## src/sv/weighted_three_queue_dispatcher_assert.svh

```systemverilog
// ---------------------------------------------------------------------------
// Assertion macros for the weighted three-queue dispatcher
// Clocked, reset-qualified forms of same-cycle and next-cycle implication.
// ---------------------------------------------------------------------------
`ifndef WEIGHTED_THREE_QUEUE_DISPATCHER_ASSERT_SVH
`define WEIGHTED_THREE_QUEUE_DISPATCHER_ASSERT_SVH

// antecedent implies consequent in the same cycle
`define WTQD_ASSERT_IMP(lbl, clk_s, rst_n_s, ante, cons, msg) \
	lbl: assert property (@(posedge clk_s) disable iff (!rst_n_s) (ante) |-> (cons)) \
		else $error(msg);

// antecedent implies consequent in the next cycle
`define WTQD_ASSERT_NXT(lbl, clk_s, rst_n_s, ante, cons, msg) \
	lbl: assert property (@(posedge clk_s) disable iff (!rst_n_s) (ante) |=> (cons)) \
		else $error(msg);

`endif

```

## src/sv/wtqd_pkg.sv

```systemverilog
// ---------------------------------------------------------------------------
// Weighted three-queue dispatcher package
// Field widths, status and class codes, register indexes and command type.
// ---------------------------------------------------------------------------
package wtqd_pkg;

	localparam int TAG_W   = 16;
	localparam int STAMP_W = 16;
	localparam int ENTRY_W = TAG_W + STAMP_W;
	localparam int QUANT_W = 4;
	localparam int CFG_IDX_W = 1;

	localparam logic [1:0] STATUS_ADDED      = 2'd0;
	localparam logic [1:0] STATUS_DISPATCHED = 2'd1;
	localparam logic [1:0] STATUS_EMPTY      = 2'd2;
	localparam logic [1:0] STATUS_FULL       = 2'd3;

	localparam logic [1:0] CLS_UI    = 2'd0;
	localparam logic [1:0] CLS_FG    = 2'd1;
	localparam logic [1:0] CLS_OTHER = 2'd2;

	localparam logic FUNC_ADD      = 1'b0;
	localparam logic FUNC_DISPATCH = 1'b1;

	localparam logic [CFG_IDX_W-1:0] CFG_UI_QUANTUM = 1'b0;
	localparam logic [CFG_IDX_W-1:0] CFG_FG_QUANTUM = 1'b1;

	localparam logic [QUANT_W-1:0] UI_QUANTUM_RST = 4'd4;
	localparam logic [QUANT_W-1:0] FG_QUANTUM_RST = 4'd2;

	typedef struct packed {
		logic load;
		logic read;
		logic exec;
	} cmd_t;

endpackage

```

## src/sv/wtqd_ctrl.sv

```systemverilog
// ---------------------------------------------------------------------------
// Dispatcher controller
// Sequences accept, head read and execute; owns the output valid flag.
// ---------------------------------------------------------------------------
module wtqd_ctrl (
	input  logic          clk,
	input  logic          arst_n,
	input  logic          in_valid,
	output logic          in_stall,
	output logic          out_valid,
	input  logic          out_stall,
	output wtqd_pkg::cmd_t cmd
);

	localparam logic [1:0] ST_IDLE = 2'd0;
	localparam logic [1:0] ST_READ = 2'd1;
	localparam logic [1:0] ST_EXEC = 2'd2;

	logic [1:0] state_q;
	logic [1:0] state_d;
	logic       out_valid_q;
	logic       out_free;

	assign in_stall  = (state_q != ST_IDLE);
	assign out_valid = out_valid_q;
	assign out_free  = !out_valid_q || !out_stall;

	always_comb begin
		state_d  = state_q;
		cmd.load = 1'b0;
		cmd.read = 1'b0;
		cmd.exec = 1'b0;
		case (state_q)
			ST_IDLE: begin
				if (in_valid) begin
					cmd.load = 1'b1;
					state_d  = ST_READ;
				end
			end
			ST_READ: begin
				cmd.read = 1'b1;
				state_d  = ST_EXEC;
			end
			ST_EXEC: begin
				if (out_free) begin
					cmd.exec = 1'b1;
					state_d  = ST_IDLE;
				end
			end
			default: state_d = ST_IDLE;
		endcase
	end

	always_ff @(posedge clk or negedge arst_n) begin
		if (!arst_n) begin
			state_q     <= ST_IDLE;
			out_valid_q <= 1'b0;
		end else begin
			state_q <= state_d;
			if (cmd.exec) begin
				out_valid_q <= 1'b1;
			end else if (!out_stall) begin
				out_valid_q <= 1'b0;
			end
		end
	end

endmodule

```

## config.mk

```make
export PLATFORM = sky130hd
export DESIGN_NAME = wtqd_ctrl
export DESIGN_NICKNAME = d
export VERILOG_FILES = /design/src/sv/weighted_three_queue_dispatcher_assert.svh /design/src/sv/wtqd_pkg.sv /design/src/sv/wtqd_ctrl.sv
export SDC_FILE = /design/constraint.sdc
export NUM_CORES = 1
export LEC_CHECK = 0
export BUFFER_PORTS_ARGS = -buffer_cell sky130_fd_sc_hd__buf_2
export CORE_AREA = 2 2 39 41
export CTS_CLUSTER_DIAMETER = 120
export DETAILED_ROUTE_END_ITERATION = 10
export DIE_AREA = 0 0 41 43
export HOLD_SLACK_MARGIN = 0.05
export PLACE_DENSITY = 0.3
export SKIP_CTS_REPAIR_TIMING = 1
export SLEW_MARGIN = 20
export SYNTH_ARGS = -nofsm -noshare
export SYNTH_HDL_FRONTEND = slang
export SYNTH_SLANG_ARGS = --single-unit
```

## constraint.sdc

```tcl
create_clock -name clk -period 1.05 [get_ports clk]
set_clock_uncertainty 0.15 [all_clocks]
set_input_delay 0.0525 -clock clk [delete_from_list [all_inputs] [get_ports clk]]
set_output_delay 0.0525 -clock clk [all_outputs]
set_load 0.05 [all_outputs]
```

==> impl_metrics.csv, run 1 <==
group,metric,value,unit
timing,final.setup.tns,-1028,ps
routing,drtPass1Iterations,3,
floorplanning,std_cell_rows,14,
timing,finalSetupViolations,6,
timing,fmax,0.7569,GHz
cts,cts_buffers,3,
grt,grt_pass1_vias,147,
grt,met3_usage,7.853,%
grt,grt_use_met1,4.531,%
floorplanning,die_y,43,um
yosys,synth_cell_type_count,10,
power,leakage,0.1540,nW
timing,rsz0062_at_grt,"yes",
grt,grt_util_met2,6.875,%
finish,fin_cells,47,
yosys,syn_area_per_cell,9.473,sq um
cts,cts_sinks,3,
yosys,yosysMostFrequentCell,"dfrtp_1",
cts,cts-htree-levels,1,
timing,period_share,125.8,%
yosys,ys_warn_count,0,
setup_path,setup.worst_path.end_class,"output port",
routing,viasPerCell,3.213,
grt,grt_max_degree,4,
yosys,syn_nets,18,
setup_path,crit_fanout,3,
place,dp_cells,39,
cts,clk_path_buf_depth,2,
routing,routedWlPerCell,8.128,um
finish,drive_above_1_share,58.06,%
finish,antennaDiodeCount,0,
cts,cts_root_buffer,"clkbuf_4",
grt,antenna_found_initial,0,
yosys,synth_area,132.6,sq um
status,violations,"setup timing",
timing,hold_violations,0,
power,combPwrFrac,57.4,%
place,gp_congestion,0.6037,
cts,cts_tree,"yes",
power,ir_worst_vdd,1146,uV
setup_path,cp-start-kind,"register",
power,switchingPower,0.4182,mW
routing,antenna_left,0,
yosys,synth_area_leaders,"dfrtp_1 57%, buf_4 5.7%, nand2_1 5.7%",
status,status,"finished with violations",
timing,relSlewSlack,83.72,%
cts,clk_pin_slew,30,ps
power,p_int,0.5058,mW
setup_path,setup.worst_path.class,"register to output port",
yosys,ys_seq_area_share,56.60,%
grt,grt_pass1_wl,572,um
yosys,synth_seq_cells,3,
min_path,hold_class,"input port to output port",
yosys,synth-async-reset-ratio,100.0,%
cts,clkLatencyLatePin,230,ps
setup_path,worst_ep_required_time,850,ps
floorplanning,die_area,1763,sq um
yosys,yosysTopAreaCell,"dfrtp_1",
floorplanning,core_region_area,1384,sq um
setup_path,cp.arrival,1120,ps
yosys,synth_top_area_share,56.60,%
finish,nets,36,
finish,area_growth,145.3,%
floorplanning,die_w,41,um
grt,track_usage,6.036,%
timing,slew_violations,0,
power,power.share.clock,21.6,%
yosys,netlist_instances,14,
grt,grt-busiest-layer,"met3",
run,maxCapViolCount,0,
power,power_per_cell_area,2840,nW/um^2
min_path,hold_depth,3,
floorplanning,initial_core_util,9.584,%
power,power_frac_seq,21.0,%
place,dp_hpwl,255.1,um
timing,final.min_clock_period,1321,ps
yosys,synth_common_cells,"3 x dfrtp_1, 2 x nand2_1, 2 x nor2_1",
timing,finalWorstSetupSlack,-271.2,ps
grt,grt-ovfl-total,0,
floorplanning,top_level_ports,9,
routing,totalWireLength,382,um
place,portBuffers,8,
routing,drt_iter0_drc,2,
routing,vias,151,
power,swShare,45.26,%
yosys,synthFlopType,"dfrtp_1",
yosys,synth_edf_count,0,
setup_path,rr_worst_depth,4,
routing,drc,0,
timing,tightest_slew,246.0,ps
## final timing paths
check                           start         end  slack, ps
min in group asynchronous      arst_n   out_valid        570
max                        state_q[1]      cmd[2]       -270
min                         out_stall      cmd[0]        260
min reg2reg                state_q[1]  state_q[0]        420
max reg2reg                state_q[1]  state_q[1]        -60
max in group asynchronous      arst_n   out_valid         10
## stage by stage
step	cell area, sq um	worst slack, ps	power, mW	util [%]	hold WS, ps
2_1_floorplan	155.1	-151.6	0.5295	-	-393.1
3_3_place_gp	222.7	-135.0	0.6235	16.09	-298.0
3_5_place_dp	222.7	-140.3	0.6278	16.09	-295.2
4_1_cts	249.0	-398.2	0.8412	17.99	-544.4
5_1_grt	325.3	-316.6	0.9889	23.51	266.3
6_report	325.3	-271.2	0.9240	23.51	255.3
## power groups by stage
stage	clock [mW]	combinational, mW	sequential, mW
final	0.199	0.530	0.194
after global routing	0.234	0.559	0.196
after CTS	0.211	0.441	0.189
after detailed placement	0	0.438	0.190
after global placement	0	0.436	0.187
after floorplan	0	0.284	0.245
## registers in the layout, summed over array words and instances, names as in the netlist
name and cells:
state_q 2, out_valid 1
## per-layer routing
| metal | share of wire [%] | vias to the layer above |
|---|---|---|
| met5 | 0 | - |
| met4 | 2.1 | 0 |
| met2 | 46 | 8 |
| met3 | 11 | 2 |
| met1 | 41 | 66 |
| li1 | - | 75 |
## layout by cell type (no fill, tap or decap), types with 2 or more instances in the layout
| cell type | instances |
|---|---|
| nand2_1 | 2 |
| buf_6 | 3 |
| dfrtp_1 | 2 |
| buf_4 | 2 |
| clkbuf_4 | 3 |
| dlygate4sd3_1 | 4 |
| buf_2 | 4 |
## worst max-delay path: stages, from the launching register on
cell and delay, ps:
dfrtp_1 370, or2_4 270, nor2_4 90, buf_8 150
## cell type report
cell class,instances,area [sq um]
timing repair buffer,14,123.9
tap,16,20.02
fill,156,1059
sequential,3,76.32
clock buffer,4,26.28
inverter,1,3.754
multi-input combinational,9,75.07
## cell families after synthesis
family          after synthesis  synth area share (%)
compound gates                2                 9.432
buf+inv                       2                 8.490
flops                         3                 56.60
simple gates                  7                 25.48
(Power assumes the default switching activity.)
==> run 2, diff against run 1 <==
- SETUP_SLACK_MARGIN: unset -> 0.02
==> run 2 against run 1 <==
Compared with the run above: the flow still finishes with violations (setup timing); utilization unchanged; sequential power about the same; die area unchanged; critical path depth unchanged; cell count is the same; critical path type unchanged.
==> impl_metrics.csv, run 2 (synthesized netlist as in run 1, its figures left out) <==
group,metric,value,unit
status,status,"finished with violations",
status,violations,"setup timing",
routing,vias,149,
cts,cts_tree,"yes",
power,total_power,0.9235,mW
finish,fin_cells,47,
setup_path,setup.worst_path.end_class,"output port",
cts,clk_pin_slew,30,ps
timing,fin_hold_ws,255.3,ps
routing,drt_iter0_drc,2,
grt,grt_max_degree,4,
grt,met3_usage,7.853,%
setup_path,crit_fanout,3,
place,dp_cells,39,
timing,slew_violations,0,
cts,cts_buffers,3,
timing,relSlewSlack,83.72,%
setup_path,setup.worst_path.class,"register to output port",
place,post-place-ws,-140.3,ps
timing,hold_violations,0,
grt,grt_use_met1,4.531,%
timing,fmax,0.7568,GHz
finish,final_cell_mix,"4 x dlygate4sd3_1, 4 x buf_2, 3 x clkbuf_4, 3 x buf_6",
setup_path,critPathSlowestCell,"dfrtp_1",
setup_path,worst_ep_required_time,850,ps
floorplanning,std_cell_rows,14,
cts,cts_root_buffer,"clkbuf_4",
setup_path,critPathTopFamily,"flip-flops",
floorplanning,die_area,1763,sq um
grt,grt-ovfl-total,0,
finish,nets,36,
grt,grt_util_met2,6.875,%
cts,clk_path_buf_depth,2,
setup_path,path_buf_inv,1,
floorplanning,initial_core_util,9.584,%
grt,grt_pass1_vias,147,
grt,antenna_found_initial,0,
routing,routedWlPerCell,7.894,um
setup_path,worst_path_largest_cell_delay,370,ps
timing,final.min_clock_period,1321,ps
routing,drtPass1Iterations,3,
power,power_per_cell_area,2839,nW/um^2
routing,drc,0,
floorplanning,die_y,43,um
place,dp_hpwl,255.1,um
place,gp_congestion,0.6037,
power,leakage,0.1540,nW
setup_path,worstPathCellList,"or2_4 -> nor2_4 -> buf_8",
setup_path,cp.arrival,1120,ps
finish,antennaDiodeCount,0,
finish,largest_reg_flops,2,
grt,grt_pass1_wl,572,um
finish,drive_above_1_share,58.06,%
timing,tightest_slew,246.0,ps
cts,cts-htree-levels,1,
place,portBuffers,8,
finish,largest-register,"state_q",
floorplanning,die_w,41,um
cts,cts_sinks,3,
floorplanning,top_level_ports,9,
timing,finalSetupViolations,6,
cts,clkLatencyLatePin,230,ps
timing,period_share,125.8,%
grt,grt-busiest-layer,"met3",
routing,totalWireLength,371,um
routing,antenna_left,0,
timing,rsz0062_at_grt,"yes",
setup_path,cp-start-kind,"register",
power,ir_worst_vdd,1180,uV
run,maxCapViolCount,0,
finish,area_growth,145.3,%
timing,finalWorstSetupSlack,-271.3,ps
finish,postLayoutCoreUtil,23.51,%
routing,viasPerCell,3.170,
grt,track_usage,6.036,%
floorplanning,core_region_area,1384,sq um
min_path,hold_class,"input port to output port",
[run 2: cell counts in the layout (fill, tap and decap cells not counted)]
Identical to the previous run, type by type.
[run 2: power by group]
part | switching (mW) | total [mW] | internal (mW)
clock | 0.0571 | 0.199 | 0.142
sequential | 0.0381 | 0.194 | 0.156
combinational | 0.323 | 0.530 | 0.207
total | 0.418 | 0.924 | 0.506
[run 2: path summary, 6_finish.rpt]
kind / start / endpoint / slack (ps) / depth (start not counted)
setup / recovery: state_q[1] / cmd[2] / -270 / 3
hold / removal: out_stall / cmd[0] / 260 / 3
setup reg to reg: state_q[1] / state_q[1] / -60 / 4
hold reg to reg: state_q[1] / state_q[0] / 420 / 2
max in group asynchronous: arst_n / out_valid / 90 / 3
min in group asynchronous: arst_n / out_valid / 540 / 3
[run 2: area by class of cell]
| cell class | count | area, sq um |
|---|---|---|
| Inverter | 1 | 3.754 |
| Clock buffer | 4 | 26.28 |
| Sequential cell | 3 | 76.32 |
| Multi-Input combinational cell | 9 | 75.07 |
| Tap cell | 16 | 20.02 |
| Timing Repair Buffer | 14 | 123.9 |
| Fill cell | 156 | 1059 |
[run 2: through the flow]
stage	TNS [ps]	instance area, sq um
3_5_place_dp	-360.3	222.7
6_report	-1027	325.3
5_1_grt	-1313	325.3
2_1_floorplan	-200.1	155.1
4_1_cts	-1463	249.0
3_3_place_gp	-361.3	222.7
[run 2: per-layer routing]
metal | wire length, um | share of wire [%]
met3 | 43 | 12
met5 | 0 | 0
met2 | 160 | 43
met1 | 160 | 43
met4 | 8 | 2.2
[run 2: worst reg2reg max path, delay by kind of cell (launching register included)]
family	cells	cell delay [ps]
compound gates	1	60
flops	1	370
buf+inv	2	280
simple gates	1	130
